<file path="src/hdl/assert_macros.svh">
// Assertion macros used by the resolver datapath.
`ifndef ASSERT_MACROS_SVH
`define ASSERT_MACROS_SVH

// Clocked implication check, masked during reset.
`define ASSERT_CLK(label, prop, msg) \
  label: assert property (@(posedge clk) disable iff (rst) prop) else $error(msg);

// Condition that must never be true at a clock edge.
`define ASSERT_NEVER(label, cond, msg) \
  label: assert property (@(posedge clk) disable iff (rst) !(cond)) else $error(msg);

`endif

</file>
<file path="src/hdl/arc_pkg.sv">
// Shared types and constants for the ARP resolver cache.
`default_nettype none
package arc_pkg;

  // Table depth defaults
  localparam int DEF_CACHE_ENTRIES   = 16;
  localparam int DEF_PENDING_ENTRIES = 16;
  localparam int DEF_HOLDOFF_ENTRIES = 8;

  // Results released per received reply
  localparam int MAX_RESULTS = 16;
  localparam int RES_CNT_W   = 5;

  // Field widths
  localparam int MAC_W  = 48;
  localparam int IP_W   = 32;
  localparam int TAG_W  = 16;
  localparam int TIME_W = 64;
  localparam int MS_W   = 32;
  localparam int IN_DATA_W  = 280;
  localparam int OUT_DATA_W = 96;

  // Input selector codes
  localparam logic [1:0] ACT_SEND  = 2'd0;
  localparam logic [1:0] ACT_FRAME = 2'd1;
  localparam logic [1:0] ACT_TICK  = 2'd2;

  // Result kinds
  localparam logic [2:0] KIND_IPV4    = 3'd0;
  localparam logic [2:0] KIND_ARP_REQ = 3'd1;
  localparam logic [2:0] KIND_ARP_REP = 3'd2;
  localparam logic [2:0] KIND_DELIVER = 3'd3;
  localparam logic [2:0] KIND_DROPPED = 3'd4;

  // Protocol constants
  localparam logic [15:0]      ETH_IPV4   = 16'h0800;
  localparam logic [15:0]      ETH_ARP    = 16'h0806;
  localparam logic [15:0]      ARP_OP_REQ = 16'd1;
  localparam logic [MAC_W-1:0] BCAST_MAC  = 48'hFFFF_FFFF_FFFF;

  // Configuration register indexes and reset values
  localparam logic [1:0] REG_OWN_MAC  = 2'd0;
  localparam logic [1:0] REG_OWN_IP   = 2'd1;
  localparam logic [1:0] REG_LIFETIME = 2'd2;
  localparam logic [1:0] REG_HOLDOFF  = 2'd3;
  localparam logic [MS_W-1:0] DEF_LIFETIME_MS = 32'd30000;
  localparam logic [MS_W-1:0] DEF_HOLDOFF_MS  = 32'd5000;

  typedef enum logic [4:0] {
    ST_IDLE, ST_DECODE, ST_C_RD, ST_C_CHK, ST_SEND_HIT, ST_H_RD, ST_H_CHK,
    ST_SEND_POST, ST_SEND_DROP, ST_SEND_REQ, ST_ARP_WR, ST_ARP_REPLY,
    ST_P_RD, ST_P_CHK, ST_P_FIN, ST_P_LAST, ST_DELIVER
  } state_t;

  typedef enum logic [2:0] {
    EM_HIT, EM_DROP, EM_REQ, EM_REPLY, EM_FWD, EM_FWD_LAST, EM_DELIVER
  } emit_sel_t;

  typedef struct packed {
    logic      load;
    logic      scan_clr;
    logic      cache_chk;
    logic      hold_chk;
    logic      pend_chk;
    logic      idx_inc;
    logic      cache_wr;
    logic      hold_wr;
    logic      pend_push;
    logic      cnt_set;
    logic      time_add;
    logic      emit;
    emit_sel_t emit_sel;
  } ctrl_cmd_t;

  typedef struct packed {
    logic [1:0] action;
    logic       arp_ok;
    logic       ipv4_ok;
    logic       op_req;
    logic       cache_live;
    logic       c_last;
    logic       h_last;
    logic       p_last;
    logic       pend_full;
    logic       pend_empty;
    logic       held;
    logic       p_match;
    logic       fwd_valid;
    logic       out_free;
  } dp_status_t;

endpackage
`default_nettype wire

</file>
<file path="src/hdl/arc_ctrl.sv">
// Sequencer for the resolver: walks the tables and paces result output.
`default_nettype none
module arc_ctrl (
  input  wire logic               clk,
  input  wire logic               rst,
  input  wire logic               in_valid,
  output      logic               in_ready,
  input  wire arc_pkg::dp_status_t st,
  output      arc_pkg::ctrl_cmd_t  cmd
);
  arc_pkg::state_t state, state_next;

  // State register
  always_ff @(posedge clk) begin
    if (rst) begin
      state <= arc_pkg::ST_IDLE;
    end else begin
      state <= state_next;
    end
  end

  // Next state
  always_comb begin
    state_next = state;
    unique case (state)
      arc_pkg::ST_IDLE: begin
        if (in_valid) state_next = arc_pkg::ST_DECODE;
      end
      arc_pkg::ST_DECODE: begin
        if (st.action == arc_pkg::ACT_SEND) begin
          state_next = arc_pkg::ST_C_RD;
        end else if (st.action == arc_pkg::ACT_FRAME && st.arp_ok) begin
          state_next = arc_pkg::ST_C_RD;
        end else if (st.action == arc_pkg::ACT_FRAME && st.ipv4_ok) begin
          state_next = arc_pkg::ST_DELIVER;
        end else begin
          state_next = arc_pkg::ST_IDLE;
        end
      end
      arc_pkg::ST_C_RD: state_next = arc_pkg::ST_C_CHK;
      arc_pkg::ST_C_CHK: begin
        if (st.action == arc_pkg::ACT_SEND && st.cache_live) begin
          state_next = arc_pkg::ST_SEND_HIT;
        end else if (st.c_last) begin
          state_next = (st.action == arc_pkg::ACT_SEND) ? arc_pkg::ST_H_RD
                                                        : arc_pkg::ST_ARP_WR;
        end else begin
          state_next = arc_pkg::ST_C_RD;
        end
      end
      arc_pkg::ST_H_RD: state_next = arc_pkg::ST_H_CHK;
      arc_pkg::ST_H_CHK: begin
        state_next = st.h_last ? arc_pkg::ST_SEND_POST : arc_pkg::ST_H_RD;
      end
      arc_pkg::ST_SEND_POST: begin
        if (st.pend_full) state_next = arc_pkg::ST_SEND_DROP;
        else if (!st.held) state_next = arc_pkg::ST_SEND_REQ;
        else state_next = arc_pkg::ST_IDLE;
      end
      arc_pkg::ST_SEND_DROP: begin
        if (st.out_free) state_next = st.held ? arc_pkg::ST_IDLE : arc_pkg::ST_SEND_REQ;
      end
      arc_pkg::ST_SEND_REQ, arc_pkg::ST_SEND_HIT, arc_pkg::ST_DELIVER,
      arc_pkg::ST_ARP_REPLY, arc_pkg::ST_P_LAST: begin
        if (st.out_free) state_next = arc_pkg::ST_IDLE;
      end
      arc_pkg::ST_ARP_WR: begin
        if (st.op_req) state_next = arc_pkg::ST_ARP_REPLY;
        else if (st.pend_empty) state_next = arc_pkg::ST_P_FIN;
        else state_next = arc_pkg::ST_P_RD;
      end
      arc_pkg::ST_P_RD: state_next = arc_pkg::ST_P_CHK;
      arc_pkg::ST_P_CHK: begin
        if (!(st.p_match && st.fwd_valid && !st.out_free)) begin
          state_next = st.p_last ? arc_pkg::ST_P_FIN : arc_pkg::ST_P_RD;
        end
      end
      arc_pkg::ST_P_FIN: begin
        state_next = st.fwd_valid ? arc_pkg::ST_P_LAST : arc_pkg::ST_IDLE;
      end
      default: state_next = arc_pkg::ST_IDLE;
    endcase
  end

  // Command outputs
  always_comb begin
    cmd = '0;
    cmd.emit_sel = arc_pkg::EM_HIT;
    unique case (state)
      arc_pkg::ST_IDLE: begin
        cmd.load     = in_valid;
        cmd.scan_clr = in_valid;
      end
      arc_pkg::ST_DECODE: cmd.time_add = (st.action == arc_pkg::ACT_TICK);
      arc_pkg::ST_C_CHK: begin
        cmd.cache_chk = 1'b1;
        cmd.idx_inc   = 1'b1;
        // restart the walk for the hold-off table
        cmd.scan_clr  = st.c_last && (st.action == arc_pkg::ACT_SEND) && !st.cache_live;
      end
      arc_pkg::ST_H_CHK: begin
        cmd.hold_chk = 1'b1;
        cmd.idx_inc  = 1'b1;
      end
      arc_pkg::ST_SEND_POST: cmd.pend_push = !st.pend_full;
      arc_pkg::ST_SEND_DROP: begin
        cmd.emit     = st.out_free;
        cmd.emit_sel = arc_pkg::EM_DROP;
      end
      arc_pkg::ST_SEND_REQ: begin
        cmd.emit     = st.out_free;
        cmd.hold_wr  = st.out_free;
        cmd.emit_sel = arc_pkg::EM_REQ;
      end
      arc_pkg::ST_SEND_HIT: begin
        cmd.emit     = st.out_free;
        cmd.emit_sel = arc_pkg::EM_HIT;
      end
      arc_pkg::ST_DELIVER: begin
        cmd.emit     = st.out_free;
        cmd.emit_sel = arc_pkg::EM_DELIVER;
      end
      arc_pkg::ST_ARP_WR: begin
        cmd.cache_wr = 1'b1;
        cmd.scan_clr = 1'b1;
      end
      arc_pkg::ST_ARP_REPLY: begin
        cmd.emit     = st.out_free;
        cmd.emit_sel = arc_pkg::EM_REPLY;
      end
      arc_pkg::ST_P_CHK: begin
        // hold while an earlier released tag cannot be pushed out
        if (!(st.p_match && st.fwd_valid && !st.out_free)) begin
          cmd.pend_chk = 1'b1;
          cmd.idx_inc  = 1'b1;
          cmd.emit     = st.p_match && st.fwd_valid;
          cmd.emit_sel = arc_pkg::EM_FWD;
        end
      end
      arc_pkg::ST_P_FIN: cmd.cnt_set = 1'b1;
      arc_pkg::ST_P_LAST: begin
        cmd.emit     = st.out_free;
        cmd.emit_sel = arc_pkg::EM_FWD_LAST;
      end
      default: ;
    endcase
  end

  assign in_ready = (state == arc_pkg::ST_IDLE);
endmodule
`default_nettype wire

</file>
<file path="config.mk">
export PLATFORM = sky130hd
export DESIGN_NAME = arc_ctrl
export DESIGN_NICKNAME = d
export VERILOG_FILES = /design/src/hdl/assert_macros.svh /design/src/hdl/arc_pkg.sv /design/src/hdl/arc_ctrl.sv
export SDC_FILE = /design/constraint.sdc
export NUM_CORES = 1
export LEC_CHECK = 0
export BUFFER_PORTS_ARGS = -buffer_cell sky130_fd_sc_hd__buf_2
export CORE_MARGIN = 2
export CORE_UTILIZATION = 42
export DETAILED_ROUTE_END_ITERATION = 10
export HOLD_SLACK_MARGIN = 0.06
export PLACE_DENSITY = 0.76
export SLEW_MARGIN = 15
export SYNTH_ARGS = -nofsm -noshare
export SYNTH_HDL_FRONTEND = slang
export SYNTH_SLANG_ARGS = --single-unit
</file>
<file path="constraint.sdc">
create_clock -name clk -period 1.49 [get_ports clk]
set_input_delay 0.298 -clock clk [delete_from_list [all_inputs] [get_ports clk]]
set_output_delay 0.298 -clock clk [all_outputs]
set_load 0.02 [all_outputs]
</file>
==> results.py, run 1 <==
metrics = {
    "logic_synthesis": {
        "synth_area_um2": 756,
        "yosysSeqAreaShare_pct": 13.2,
        "syn_area_per_cell_um2": 6.81,
        "ys_warn_count": 0,
        "postSynthCellCount": 111,
        "yosysUniqueCellTypes": 43,
        "ys_seq_elements": 5,
        "synth.net_count": 129,
    },
    "placed_design": {
        "portBuffers": 33,
        "place_congestion": 0.944,
        "place_ws_ps": -217,
        "dp_hpwl_mm": 2.33,
    },
    "run_status": {
        "status": "did not finish",
        "stop_stage": "5_1_grt",
        "stop_error": "[ERROR DPL-0038] Utilization greater than 100%, impossible to legalize",
    },
    "clocking": {
        "cts_inserted_buffers": 3,
        "cts.path.max_buffers": 2,
        "cts_htree_levels": 1,
        "cts-hold-fix-buffers": 0,
        "cts_sinks": 5,
        "cts_root_buf": "clkbuf_4",
    },
    "die": {
        "die_h_um": 46.4,
        "row_count": 15,
        "io_pins": 34,
        "die_w_um": 46.4,
        "start_util_pct": 44.2,
    },
    "timing": {
        "worstEndpointType": "primary output",
        "worstEndpointGrtRepair": "cmd[3]",
    },
    "grt": {
        "grt_max_degree": 11,
    },
}
-- stage by stage --
stage	instances	cell area [um^2]	setup TNS [ps]	hold slack, ps
CTS	211	1540	-5660	297
detailed placement	197	1230	-1780	550
global placement	197	1230	-1410	551
floorplan	111	833	-874	363
-- cell families after synthesis --
kind of cell | after synthesis | share of synthesized area, %
AOI/OAI and AO/OA | 35 | 34.1
buffers and inverters | 11 | 6.79
DFF | 5 | 13.2
muxes | 1 | 1.32
and+or+nand+nor | 59 | 44.5
-- synthesized netlist by cell type (all sizes together) --
master	instances	area [um^2]
a211oi	6	45.0
a32o	1	10.0
o21ai	5	25.0
or4	1	7.51
or4b	1	13.8
a21boi	1	7.51
dfxtp	5	100
o32ai	2	17.5
o211ai	1	7.51
o22a	1	8.76
nand3b	3	26.3
nor3	7	35.0
or2b	1	7.51
nand2	4	15.0
a2111oi	1	8.76
nor2	14	52.6
and2	3	18.8
nand2b	6	37.5
nand3	3	15.0
a21o	1	7.51
nor4	1	6.26
a221o	1	10.0
and3	1	6.26
nor3b	2	15.0
inv	5	18.8
a21oi	6	30.0
a2bb2oi	2	17.5
mux2i	1	10.0
buf	3	21.3
or3	1	6.26
o32a	1	10.0
o21bai	1	7.51
clkbuf	3	11.3
or2	2	12.5
o22ai	4	38.8
nor2b	8	52.6
or3b	1	8.76
a31oi	1	6.26
-- what timing repair did --
item                       in CTS
hold endpoints to repair        0
setup endpoints to repair      21
gates resized for setup        62
pin swaps                      11
buffers inserted               10
==> run 2: changes to the inputs <==
--- a/config.mk
+++ b/config.mk
@@ -6,11 +6,10 @@
 export NUM_CORES = 1
 export LEC_CHECK = 0
 export BUFFER_PORTS_ARGS = -buffer_cell sky130_fd_sc_hd__buf_2
-export CORE_MARGIN = 2
-export CORE_UTILIZATION = 42
+export CORE_AREA = 2 2 63 65
 export DETAILED_ROUTE_END_ITERATION = 10
-export HOLD_SLACK_MARGIN = 0.06
-export PLACE_DENSITY = 0.76
+export DIE_AREA = 0 0 65 67
+export PLACE_DENSITY_LB_ADDON = 0.15
 export SLEW_MARGIN = 15
 export SYNTH_ARGS = -nofsm -noshare
 export SYNTH_HDL_FRONTEND = slang
==> constraint.sdc (replaced) <==
create_clock -name clk -period 1.9 [get_ports clk]
set_input_delay 0.38 -clock clk [delete_from_list [all_inputs] [get_ports clk]]
set_output_delay 0.38 -clock clk [all_outputs]
set_load 0.02 [all_outputs]
==> results.py, run 2 <==
metrics = {
    "timing": {
        "worst_slew_pin_slew_ps": 536,
        "finalSetupViolCount": 8,
        "setup_ws_ps": -144,
        "relSlewSlack_pct": 64.0,
        "hold_viol_final": 0,
        "slew_viol_final": 0,
        "finalClockSkew_ps": 0.757,
        "rsz0062_at_grt": "yes",
        "fin_crit_sh_pct": 108,
        "finalSetupTns_ps": -469,
        "period_needed_ps": 2040,
        "fmax_mhz": 489,
    },
    "grt": {
        "grt_max_degree": 10,
        "overflow": 0,
        "antenna_found_initial": 0,
        "grt_use_total_pct": 13.9,
        "grt_pass1_wl_mm": 4.73,
        "grt_pass1_vias": 977,
    },
    "clocking": {
        "cts_inserted_buffers": 3,
        "cts_sinks": 5,
        "cts.path.max_buffers": 2,
        "cts_root_buf": "clkbuf_8",
        "clk_pin_slew_worst_paths_ps": 30,
        "cts_htree_levels": 1,
        "cts-hold-fix-buffers": 0,
        "cts_tree": "done",
        "clock_latency_ps": 220,
    },
    "worst_setup_path": {
        "cp.required_ps": 1520,
        "crit_fanout": 5,
        "crit_top_cell": "nor2_1",
        "r2r_start": "state[3]",
        "cp.arrival_ps": 1660,
        "path_cells": "buf_6, or4b_4, o22ai_4, nor2_1, nor2_1, buf_4",
        "ff2ff_path_depth": 8,
        "slowest_delay_ps": 500,
        "slowest_stage": "or4b_4",
        "path_class": "flip-flop to output pin",
        "worstSetupStartpointType": "flip-flop",
        "cp-end-kind": "output pin",
        "regToRegSetupSlack_ps": -30,
        "worst-path-buf-inv": 2,
        "timing.rr.end": "state[0]",
        "cp.depth": 6,
        "path_delay_family": "simple AND/OR/NAND/NOR gates",
    },
    "route": {
        "met3_length_um": 187,
        "first_pass_iters": 4,
        "wl_per_cell_um": 13.3,
        "drtAntennaViolNets": 0,
        "drc": 0,
        "vias": 1055,
        "dr_wl_met2_mm": 1.39,
        "finalWirelength_mm": 2.84,
        "vias_per_cell": 4.93,
        "initialDrtViolationCount": 40,
        "highest_layer": "met4",
        "wl_met1_mm": 1.26,
    },
    "logic_synthesis": {
        "synth_top_cell_by_area": "dfxtp_1",
        "synth_edf_count": 0,
        "syn_area_per_cell_um2": 6.81,
        "yosysSeqAreaShare_pct": 13.2,
        "synthDominantCellAreaShare_pct": 13.2,
        "synth_area_um2": 756,
        "async_flop_share_pct": 0,
        "synth.most_common_cell": "nor2_1",
        "ys.flop_type": "dfxtp_1",
        "synth.net_count": 129,
        "yosysUniqueCellTypes": 43,
        "ys_seq_elements": 5,
        "postSynthCellCount": 111,
        "ys_warn_count": 0,
        "synthTopCellsByCount": "14 x nor2_1, 7 x nor2b_1, 7 x nor3_1",
        "synth_area_leaders": "dfxtp_1 13%, nor2_1 7.0%, a211oi_1 6.0%, nor2b_1 5.8%, nand2b_1 5.0%",
    },
    "cells_and_area": {
        "drive_above_1_share_pct": 50.0,
        "synthToLayoutAreaGrowth_pct": 68.7,
        "post-route-util_pct": 35.4,
        "most-common-layout-cells": "30 x buf_2, 23 x buf_4, 12 x nor2_1",
        "nets": 185,
        "largest_register_ffs": 5,
        "antennaDiodeCount": 0,
        "final_cells": 214,
        "final_common_cell": "buf_2",
        "reg_top3": "state (5)",
        "top_register": "state",
    },
    "run_status": {
        "violations": "negative setup slack",
        "status": "complete, but fails checks",
    },
    "die": {
        "die_h_um": 67,
        "core_area_um2": 3610,
        "start_util_pct": 21.0,
        "die_w_um": 65,
        "io_pins": 34,
        "row_count": 22,
        "dieArea_um2": 4360,
    },
    "placed_design": {
        "dp_cells": 203,
        "place_congestion": 0.808,
        "dp_hpwl_mm": 2.18,
        "place_ws_ps": 35.4,
        "portBuffers": 33,
    },
    "power_and_ir_drop": {
        "p_per_area_nw_per_um2": 1230,
        "design_power_total_mw": 1.57,
        "p_leak_nw": 0.564,
        "vdd_drop_max_v": 0.000232,
    },
    "min_path": {
        "min_path_cells": 3,
        "whs_endpoint": "state[4]",
        "min_path_type": "input port to flip-flop",
        "min_from": "st[11]",
    },
    "run": {
        "cap_violations": 0,
    },
}
## run 2: routing by layer
metal,vias up,track usage (%)
met3,2,1.18
met2,43,24.1
met5,-,0
met4,0,4.79
li1,526,-
met1,484,18.0
## run 2: report_power, final
group | switching, mW | leakage (nW) | total [mW] | internal, mW
registers | 0.0572 | 0.0436 | 0.204 | 0.147
clock network | 0.0509 | 0.0228 | 0.195 | 0.144
logic | 0.613 | 0.498 | 1.17 | 0.555
total | 0.721 | 0.564 | 1.57 | 0.846
## run 2: through the flow
stage,instance area [um^2],hold WS [ps]
3_5_place_dp,1080,654
5_1_grt,1270,443
6_report,1270,430
4_1_cts,1230,423
3_3_place_gp,1080,651
2_1_floorplan,756,449
## run 2: worst register-to-register path, cell delays in order, from the launching register on
cell and delay [ps]:
dfxtp_2 320, buf_6 120, or4b_4 500, o22ai_4 210, buf_4 140, buf_4 90
nor2b_2 50, a21o_1 230, a2bb2oi_1 150
## run 2: how the worst max path moves through the flow
stage          startpoint       to  slack (ps)
6_report         state[3]   cmd[3]        -140
5_1_grt          state[3]   cmd[3]        -240
4_1_cts          state[3]   cmd[3]        -170
3_3_place_gp     state[1]  cmd[13]          20
2_1_floorplan    state[4]   cmd[4]          50
3_5_place_dp     state[0]   cmd[3]          40
## run 2: kinds of logic (layout without fill, tap and decap cells)
family / after synthesis / count (layout) / synth area share [%]
multiplexers: 1 / 1 / 1.32
AO/OA/AOI/OAI: 35 / 35 / 34.1
buffers and inverters: 11 / 66 / 6.79
flip-flops: 5 / 5 / 13.2
AND/OR/NAND/NOR: 59 / 59 / 44.5
## run 2: final cells by class
cell class | count | area (um^2)
flip-flops and latches | 5 | 111
well taps | 48 | 60.1
multi-input cells | 95 | 672
inverters | 5 | 18.8
repair buffers | 57 | 368
fillers | 385 | 2330
clock buffers | 4 | 45.0
## run 2: repair_timing
item | CTS | global route
pin swaps | 2 | 2
setup endpoints to repair | 8 | 15
hold endpoints to repair | 0 | 0
buffers inserted | 6 | 1
resized for setup | 21 | 9
No activity file was read; power rests on OpenSTA's default activity.
